$ cat config.mk
export PLATFORM = sky130hd
export DESIGN_NAME = cdp_ram
export DESIGN_NICKNAME = d
export VERILOG_FILES = /design/src/hw/rtl/cdp_ram.sv
export SDC_FILE = /design/constraint.sdc
export NUM_CORES = 1
export LEC_CHECK = 0
export BUFFER_PORTS_ARGS = -buffer_cell sky130_fd_sc_hd__buf_2
export CAP_MARGIN = 25
export CORE_MARGIN = 2
export CORE_UTILIZATION = 60
export DETAILED_ROUTE_END_ITERATION = 16
export GPL_TIMING_DRIVEN = 0
export PLACE_DENSITY = 0.78
export SYNTH_ARGS = -nofsm -noshare
export SYNTH_HDL_FRONTEND = slang
export SYNTH_SLANG_ARGS = --single-unit
$ cat constraint.sdc
create_clock -name clk -period 2.4 [get_ports clk]
set_input_delay 0.24 -clock clk [delete_from_list [all_inputs] [get_ports clk]]
set_output_delay 0.24 -clock clk [all_outputs]
set_load 0.01 [all_outputs]
$ cat src/hw/rtl/cdp_ram.sv
module cdp_ram #(
  parameter int Width = 8,
  parameter int Depth = 16
) (
  input  logic                     clk,
  input  logic                     we,
  input  logic [$clog2(Depth)-1:0] waddr,
  input  logic [Width-1:0]         wdata,
  input  logic [$clog2(Depth)-1:0] raddr,
  output logic [Width-1:0]         rdata
);

  logic [Width-1:0] mem [Depth];

  always_ff @(posedge clk) begin
    if (we) begin
      mem[waddr] <= wdata;
    end
    rdata <= mem[raddr];
  end

endmodule

# After elaboration in Yosys (flattened, before gate mapping)
# Memories as Yosys holds them, arrays and structs flattened. A register that Yosys moved wholly into a read port is not among the register bits.
# Cells that the tools add are included.
[op_classes]
n_mux = 2
[op_table]
columns = ["operator", "count"]
rows = [
  ["1-bit 2-to-1 mux", 2],
]
[word_totals]
word_cells = 3
reg_bits = 0
mem_bits_rw = 128
output_inout_bits = 8
n_memories = 1
in_bits = 18
[mem_list]
columns = ["memory", "depth", "width", "read_ports", "rd_ports_with_merged_regs", "wr", "line", "text"]
rows = [
  ["mem", 16, 8, 1, 1, 1, "13", "logic [Width-1:0] mem [Depth];"],
]

# Longest topological paths before layout
# Gate-level depths: netlist (run 1).
[logic_depth]
ltp_word = 2
mapped_depth = 5
depth_no_buf = 3

# Least setup slack after synthesis (run 1)
# No wires, ideal clock.
[synth_path]
kind = "input -> register"
from = "input port waddr[2]"
to = "memory mem[0][0], enable pin"
required_ps = 2017
setup_ps = 383
arrival_ps = 1350
cell_stages = 2
path_slack_ps = 667
n_path_buf = 0
path_cell_list = "or3b_2 -> nor3_1"
[synth_rtl]
columns = ["item", "line", "text"]
rows = [
  ["from (decl)", "7", "input logic [$clog2(Depth)-1:0] waddr,"],
  ["to (decl)", "13", ""],
]
# Straight into the memory's write port.

# Worst setup path in the final report (run 1)
[layout_path]
from = "input port waddr[2]"
to = "memory mem[2][1], enable pin"
# Straight into the memory's write port.

==> results.md, run 1 <==
- Status: finished, final reports clean
- Syn Inst Count: 229
- Most frequent cells in the layout: edfxtp_1 (128), buf_2 (29), mux4_2 (18)
- Worst-path maximum fanout: 8
- Die ar.: 0.00934 mm²
- Storage element area: 0.00400 mm²
- CTS tree: yes
- Final core utilization: 0.739
- # nets final: 294
- Fillcell total: 465
- Clk sink count: 136
- Setup TNS: 0 ns
- Seq pwr share: 0.454
- Seq/Total Area, Yosys: 0.778
- CTS H-tree depth: 4
- DR pass1 iterations: 5
- Critical path capture point type: register
- Vias: 2495
- CTS Root Cell: clkbuf_8
- Residual DRC: 0
- Comb power frac: 0.044
- Cell Area, Synth: 0.00515 mm²
- Vias/cell: 6.33
- Overall routed net length: 9980 µm
- Syn_nets: 247
- Leakage: 0.00209 µW
- Placed Instance Area: 0.00542 mm²
- Ratio of cells with drive above 1 in the final layout: 0.301
- Switching pwr: 1090 µW
- YS warnings: 0
- Global-route wire length before repair: 15400 µm
- Power Density: 963 mW/mm²
- DP HPWL: 5970 µm
- ANT cells: 0
- Clock network power share: 0.502
- Area of the multi-input gates: 0.00106 mm²
- Core ar.: 0.00826 mm²
- Met3 GRT Util: 0.0484
- Sw Share: 0.185
- Final setup violation count: 0
- DRT antenna net count: 0
- Commonest non-fill, non-tap cell in the layout: edfxtp_1
- GR Util met1: 0.339
- Critical path arrival: 1.55 ns
- Final GP Congestion: 0.711
- Final Skew: 0.00575 ns
- RSZ-0062 raised after global routing: false
- Die H: 96.6 µm
- Post-CTS Setup Inserts: 0
- Hold Path Class: input pin to register
- Vias in the first global route: 2583
- Pins Over Slew Limit: 0
- Avg Cell Area, Syn: 22.5 µm²
- Grt peak-use layer: met2
- GRT met2 Usage: 0.349
- Port Buffers: 24
- Yosys reg bits: 136
- Fin. Hold Viols: 0
- Antenna violations before repair: 0
- Site Rows: 33
- Hold-fix buffers, CTS: 0
- Total GRT Usage: 0.231
- Part of the cycle the worst path needs: 0.589
- Unique masters post-synth: 19
- Total grt overflow: 0
- Die W: 96.6 µm
- WP data required: 2.54 ns
- Worst-margin pin slew: 0.837 ns
- Minimum clock period: 1.41 ns
- IO Pins: 26
- F_max: 707 MHz
- Post-CTS resize count: 0
- Clock Tree Buf Depth: 2
- Initial Utilization: 0.623
- Largest net degree at the start of global routing: 17
- Worst-path clk slew: 0.06 ns
- Peak supply drop: 0.775 mV
- Critical path class: input pin to register
- CTS Buf Count: 17
- Clk_lat worst skew: 0.51 ns
- Internal Power: 4790 µW
- Area grow syn2layout: 18.6%
- Startpoint types: input pin
- Final hold slack: 0.124 ns
- Pwr Total: 5880 µW
- DR WL/cell: 25.3 µm
- Max-Cap Viols: 0
- Finished Cell Area: 0.00610 mm²
- Max_slew headroom: 0.440
- DRT iter0 DRCs: 261
==> worst max-delay path, stage by stage <==
cell	delay, ns
buf_2	0.11
or3b_2	0.53
nor2_1	0.66
==> sequential cells by signal (all words and copies together), names as in the netlist <==
name	count
rdata	8
mem	128
==> logic make-up (layout without fill, tap and decap cells) <==
kind of cell	Yosys count	in the layout	synth area share
DFF	136	136	0.778
and+or+nand+nor	35	35	0.0318
muxes	32	32	0.150
AOI/OAI and AO/OA	16	16	0.0233
buffers and inverters	10	70	0.0168
==> metrics by stage <==
stage / std cells / setup slack (ns)
floorplan: 229 / 0.667
global placement: 358 / 0.124
detailed placement: 362 / 0.486
CTS: 394 / 0.951
global route: 394 / 0.901
finish: 394 / 0.986
==> metal layers <==
layer | vias to the layer above | wire length [µm]
met4 | 0 | 195
met3 | 22 | 722
li1 | 1067 | -
met2 | 135 | 4810
met1 | 1271 | 4260
met5 | - | 0
==> synthesized netlist by cell type <==
cell / count / area, µm²
edfxtp_1: 128 / 3840
mux4_2: 18 / 405
a22oi_1: 16 / 120
mux4_1: 14 / 368
nor2_1: 13 / 48.8
nand2_1: 9 / 33.8
dfxtp_1: 8 / 160
nor3_1: 4 / 20.0
buf_2: 3 / 15.0
buf_6: 3 / 33.8
clkdlybuf4s25_2: 3 / 30.0
nand2b_1: 2 / 12.5
nand3b_1: 2 / 15.0
and2_1: 1 / 6.26
and2b_1: 1 / 7.51
buf_4: 1 / 7.51
nand3_1: 1 / 5.00
nor2b_1: 1 / 6.26
or3b_2: 1 / 8.76
==> path summary, 6_finish.rpt <==
check / slack (ns) / to / start / cells past startpoint
max: 0.99 / mem[2][1]$_DFFE_PP_ / waddr[2] / 3
min reg2reg: 0.68 / rdata[1]$_DFF_P_ / mem[11][1]$_DFFE_PP_ / 3
min: 0.12 / mem[7][6]$_DFFE_PP_ / wdata[6] / 1
max reg2reg: 0.99 / rdata[0]$_DFF_P_ / mem[15][0]$_DFFE_PP_ / 3
==> cell type report <==
| cell class | instances | area share |
|---|---|---|
| repair buffers | 28 | 0.0238 |
| multi-input cells | 83 | 0.173 |
| clock inverters | 12 | 0.0402 |
| well taps | 105 | 0.0215 |
| plain buffers | 10 | 0.0141 |
| flip-flops and latches | 136 | 0.656 |
| clock buffers | 20 | 0.0713 |
==> power groups by stage <==
stage	clock network, µW	logic [µW]	registers [µW]
after floorplan	0	135	2720
after global placement	0	245	2710
after detailed placement	0	255	2720
after CTS	2970	259	2670
after global routing	3080	278	2670
final	2950	259	2670
No activity file was read; power rests on OpenSTA's default activity.
==> run 2, diff against run 1 <==
Settings changed: CORE_UTILIZATION 60 to 54, PLACE_DENSITY 0.78 to 0.74.
Clock period 2.4 ns to 1.2 ns, I/O delays scaled along.
==> run 2 against run 1 <==
Against the previous run:
- sequential share of layout area up 0.38 points
- setup slack worse by 1.1 ns
- the run now ends with setup timing left
- critical endpoint is now rdata[1]$_DFF_P_
- largest cell class unchanged
- clock-buffer cell count up 7
- sequential power up 100%
- first-iteration DRC count down 13%
- non-clock buffer count down 3
- clock power up 69%
==> results.md, run 2 (synthesized netlist as in run 1, its figures left out) <==
- Status: complete, but fails checks
- Failing checks: setup timing
- Fin. Hold Viols: 0
- WP data required: 1.59 ns
- Initial Utilization: 0.557
- Final GP Congestion: 0.707
- Leakage: 0.00199 µW
- Power Density: 1800 mW/mm²
- F_max: 766 MHz
- CTS Buf Count: 17
- Final hold slack: 0.0155 ns
- Final Skew: 0.00485 ns
- CTS tree: yes
- Total grt overflow: 0
- Critical path class: register to register
- Area grow syn2layout: 17.9%
- CTS Root Cell: clkbuf_8
- Finished Cell Area: 0.00607 mm²
- Startpoint types: register
- RSZ-0062 raised after global routing: true
- DRT iter0 DRCs: 228
- Worst-path clk slew: 0.06 ns
- Slowest CP cell: mux4_2
- IO Pins: 26
- Setup TNS: -0.561 ns
- Most frequent cells in the layout: edfxtp_1 (128), mux4_2 (30), buf_2 (27)
- Biggest register: mem
- CP Cell Sequence: mux4_2 -> a22oi_1 -> nand2_1
- ANT cells: 0
- Clk_lat worst skew: 0.51 ns
- Top Registers: mem x128, rdata x8
- Final worst slack: -0.105 ns
- Die H: 102 µm
- Vias/cell: 5.90
- # nets final: 291
- Pins Over Slew Limit: 0
- Total GRT Usage: 0.217
- DP HPWL: 5890 µm
- CTS H-tree depth: 4
- Die W: 102 µm
- DR pass1 iterations: 4
- Max-Cap Viols: 0
- Clk sink count: 136
- Placed Instance Area: 0.00547 mm²
- Placed Cells: 382
- Max_slew headroom: 0.440
- Final setup violation count: 8
- Vias in the first global route: 2437
- Biggest cell delay along the critical path: 0.52 ns
- Minimum clock period: 1.31 ns
- Part of the cycle the worst path needs: 1.09
- Post-CTS Setup Inserts: 0
- Global-route wire length before repair: 15100 µm
- Core ar.: 0.00924 mm²
- Post-route insts no fill: 415
- Critical path arrival: 1.70 ns
- Site Rows: 35
- Overall routed net length: 10000 µm
- DRT antenna net count: 0
- Vias: 2449
- Clock Tree Buf Depth: 2
- Worst-margin pin slew: 0.836 ns
- DR WL/cell: 24.1 µm
- Port Buffers: 24
- Place WS: -0.388 ns
- Die ar.: 0.0103 mm²
- Ratio of cells with drive above 1 in the final layout: 0.367
- Critical path capture point type: register
- Worst-path maximum fanout: 1
- Max reg flops: 128
- Peak supply drop: 0.772 mV
- Hold Path Class: input pin to register
- Antenna violations before repair: 0
- Residual DRC: 0
- Commonest non-fill, non-tap cell in the layout: edfxtp_1
- Largest net degree at the start of global routing: 17
-- run 2: cell types whose count changed in the layout (fill, tap and decap cells not counted), sizes merged --
cell,before,now
dlygate4sd3,0,1
inv,1,0
clkinv,3,2
clkinvlp,1,0
buf,35,31
bufinv,7,3
clkbuf,20,27
-- run 2: per-stage QoR --
| stage | util | total power [µW] |
|---|---|---|
| after floorplan | - | 5730 |
| after global placement | 0.592 | 5950 |
| after detailed placement | 0.592 | 5970 |
| after CTS | 0.656 | 11000 |
| after global routing | 0.657 | 11200 |
| final | 0.657 | 10900 |
-- run 2: layout make-up --
cell class | count | area [µm²]
tap | 129 | 161
buffer | 10 | 105
timing repair buffer | 25 | 130
multi-input combinational | 83 | 1100
sequential | 136 | 4000
clock inverter | 5 | 98.8
clock buffer | 27 | 472
fill | 584 | 3170
-- run 2: repair_timing --
| item | CTS | global route |
|---|---|---|
| setup endpoints to repair | 8 | 8 |
| hold buffers | 1 | 0 |
| pin swaps | 6 | 6 |
| gates cloned | 0 | 0 |
| gates resized for setup | 11 | 7 |
| hold endpoints to repair | 9 | 0 |
-- run 2: metal layers --
metal / up-vias / share of wire / track usage / wire (µm)
li1: 1049 / - / - / -
met1: 1262 / 0.41 / 0.322 / 4120
met2: 123 / 0.49 / 0.317 / 4860
met3: 15 / 0.083 / 0.0490 / 836
met4: 0 / 0.020 / 0.0894 / 204
met5: - / 0 / 0 / 0
-- run 2: power by group --
group / total (µW) / internal (µW) / switching (µW)
logic: 566 / 237 / 329
clock network: 5000 / 3270 / 1740
registers: 5340 / 5310 / 27.7
total: 10900 / 8820 / 2090
-- run 2: critical path, delay by kind of cell, from the launching register on --
family / cells / cell delay [ns]
AO/OA/AOI/OAI: 1 / 0.18
flip-flops: 1 / 0.41
multiplexers: 1 / 0.52
AND/OR/NAND/NOR: 1 / 0.08
-- run 2: worst paths after layout --
kind	startpoint	end	slack [ns]	cells after the start
hold / removal	wdata[2]	mem[14][2]$_DFFE_PP_	0.02	1
setup reg to reg	mem[11][1]$_DFFE_PP_	rdata[1]$_DFF_P_	-0.11	3
setup / recovery	mem[11][1]$_DFFE_PP_	rdata[1]$_DFF_P_	-0.11	3
hold reg to reg	mem[11][3]$_DFFE_PP_	rdata[3]$_DFF_P_	0.68	3
==> run 3, diff against run 2 <==
Settings changed: ABC_AREA set to 1, CORE_UTILIZATION 54 to 55, GPL_TIMING_DRIVEN 0 to 1, PLACE_DENSITY 0.74 to 0.75.
==> run 3 against run 2 <==
Against the previous run:
- the flow now finishes without violations
- hold slack improved by 0.011 ns
- global-route usage is 4.0 points higher
- synthesized cell count up 140%
- sequential power hardly changed
- clock skew increased by 0.0011 ns
- non-clock buffer count increased by 20
- combinational power up 24%
- critical endpoint is now rdata[3]
- largest power group is now clock
==> results.md, run 3 <==
- Status: finished, final reports clean
- Die W: 106 µm
- DR pass1 iterations: 4
- Area grow syn2layout: 18.0%
- CTS tree: yes
- Max_slew headroom: 0.711
- Total GRT Usage: 0.257
- CTS Root Cell: clkbuf_8
- Port Buffers: 25
- IO Pins: 26
- Initial Utilization: 0.564
- Final hold slack: 0.0266 ns
- Unique masters post-synth: 12
- Final Skew: 0.00591 ns
- Crit Reg-Reg Endpoint: rdata[5]$_DFF_P_
- DR WL/cell: 17.9 µm
- Async SR Flop Fraction: 0
- Yosys top cell area share: 0.667
- Commonest non-fill, non-tap cell in the layout: nand2_1
- Die ar.: 0.0113 mm²
- Global-route wire length before repair: 21300 µm
- Largest net degree at the start of global routing: 34
- Residual DRC: 0
- Biggest register: mem
- Post-CTS resize count: 0
- Worst r2r src: mem[1][5]$_DFFE_PP_
- F_max: 856 MHz
- Top FF cell, synth: edfxtp_1
- Placed Cells: 718
- Final GP Congestion: 0.895
- FF-to-FF path depth: 6
- Hold-fix buffers, CTS: 0
- DRT antenna net count: 0
- Slowest CP cell: dfxtp_1
- Ratio of cells with drive above 1 in the final layout: 0.140
- Hold Path Depth: 1
- DRT iter0 DRCs: 239
- Vias: 4001
- Pwr Total: 11600 µW
- Leakage: 0.00299 µW
- Yosys reg bits: 136
- Post-synth top cells: nand2_1 (173), edfxtp_1 (128), inv_1 (100)
- RSZ-0062 raised after global routing: false
- Max-Cap Viols: 0
- Startpoint types: register
- Part of the cycle the worst path needs: 0.973
- CP Cell Sequence: buf_2
- Hold Path Class: input pin to register
- # nets final: 619
- Core ar.: 0.0102 mm²
- WP data required: 1.08 ns
- Syn_nets: 569
- ANT cells: 0
- Critical path arrival: 1.05 ns
- CTS H-tree depth: 4
- Vias/cell: 5.33
- Area contributors post-synth: edfxtp_1 (67%), nand2_1 (11%), nand3_1 (8.4%)
- Minimum clock period: 1.17 ns
- Post-route insts no fill: 750
- Critical path capture point type: output port
- YS warnings: 0
- Hold Path Sink: mem[1][3]$_DFFE_PP_
- Clock Tree Buf Depth: 2
- Reg-to-reg setup timing slack: 0.19 ns
- Site Rows: 37
- Critical path class: register to output port
- Clk_lat worst skew: 0.52 ns
- Die H: 106 µm
- WP buf/inv: 1
- Setup TNS: 0 ns
- Overall routed net length: 13400 µm
- Post-CTS Setup Inserts: 0
- Worst-margin pin slew: 0.433 ns
- Final worst slack: 0.0321 ns
- Peak supply drop: 1.11 mV
- Syn Inst Count: 551
- Final setup violation count: 0
- Avg Cell Area, Syn: 10.5 µm²
- Antenna violations before repair: 0
- Clk sink count: 136
- Vias in the first global route: 3922
- Top Registers: mem x128, rdata x8
- Max reg flops: 128
- Post-synth EDFFs: 128
- CTS Buf Count: 17
- Fin. Hold Viols: 0
- Total grt overflow: 0
- Place WS: 0.0236 ns
- Worst-path clk slew: 0.06 ns
- Biggest cell delay along the critical path: 0.37 ns
- Most frequent cells in the layout: nand2_1 (173), edfxtp_1 (128), inv_1 (100)
- Leading area contributor after synthesis: edfxtp_1
- Seq/Total Area, Yosys: 0.694
- Cell Area, Synth: 0.00577 mm²
- Power Density: 1710 mW/mm²
- Pins Over Slew Limit: 0
- Most frequent cell after synthesis: nand2_1
- DP HPWL: 8240 µm
- Critical path's top delay family: flip-flops
- Worst-path maximum fanout: 1
- Hold Crit Start: wdata[3]
## run 3: changes by cell type after synthesis, moves of 4 or more
cell / previous run / this run
a22oi_1: 16 / 0
buf_2: 3 / 13
inv_1: 0 / 100
mux4_1: 14 / 0
mux4_2: 18 / 0
nand2_1: 9 / 173
nand3_1: 1 / 97
nor2_1: 13 / 17
nor3_1: 4 / 0
## run 3: kinds of logic after synthesis
family	count (synthesis)	synth area share
simple gates	289	0.210
flops	136	0.694
buf+inv	126	0.0952
## run 3: area by class of cell
cell class / count / area, µm²
Sequential cell: 136 / 4000
Fill cell: 745 / 3430
Multi-Input combinational cell: 289 / 1210
Clock buffer: 20 / 435
Timing Repair Buffer: 55 / 400
Inverter: 102 / 383
Clock inverter: 12 / 198
Tap cell: 136 / 170
## run 3: metrics by stage
stage,area (µm²),util
2_1_floorplan,5770,-
3_3_place_gp,6170,0.603
3_5_place_dp,6170,0.603
4_1_cts,6800,0.665
5_1_grt,6800,0.665
6_report,6800,0.665
## run 3: worst max-delay path by stage
| stage | cells after the start | endpoint | startpoint |
|---|---|---|---|
| 2_1_floorplan | 2 | mem[10][0]$_DFFE_PP_ | waddr[2] |
| 3_3_place_gp | 8 | rdata[5]$_DFF_P_ | raddr[0] |
| 3_5_place_dp | 7 | rdata[6]$_DFF_P_ | raddr[0] |
| 4_1_cts | 1 | rdata[3] | rdata[3]$_DFF_P_ |
| 5_1_grt | 1 | rdata[3] | rdata[3]$_DFF_P_ |
| 6_report | 1 | rdata[3] | rdata[3]$_DFF_P_ |
## run 3: routing by layer
layer	global-route usage	up-vias	share of wire
li1	-	1872	-
met1	0.330	1926	0.40
met2	0.424	171	0.51
met3	0.0540	32	0.068
met4	0.110	0	0.026
met5	0	-	0
## run 3: where the power goes
group / switching, µW / internal [µW] / leakage, µW / total [µW]
registers: 34.9 / 5310 / 0.00122 / 5350
clock network: 1920 / 3640 / 0.000307 / 5560
logic: 481 / 221 / 0.00146 / 702
total: 2430 / 9170 / 0.00299 / 11600
## run 3: worst register-to-register path, stage by stage, from the launching register on
cell      delay, ns
edfxtp_1       0.36
inv_1          0.06
nand2_1        0.05
nand3_1        0.08
nand3_1        0.13
nand3_1        0.14
nand2_1        0.09
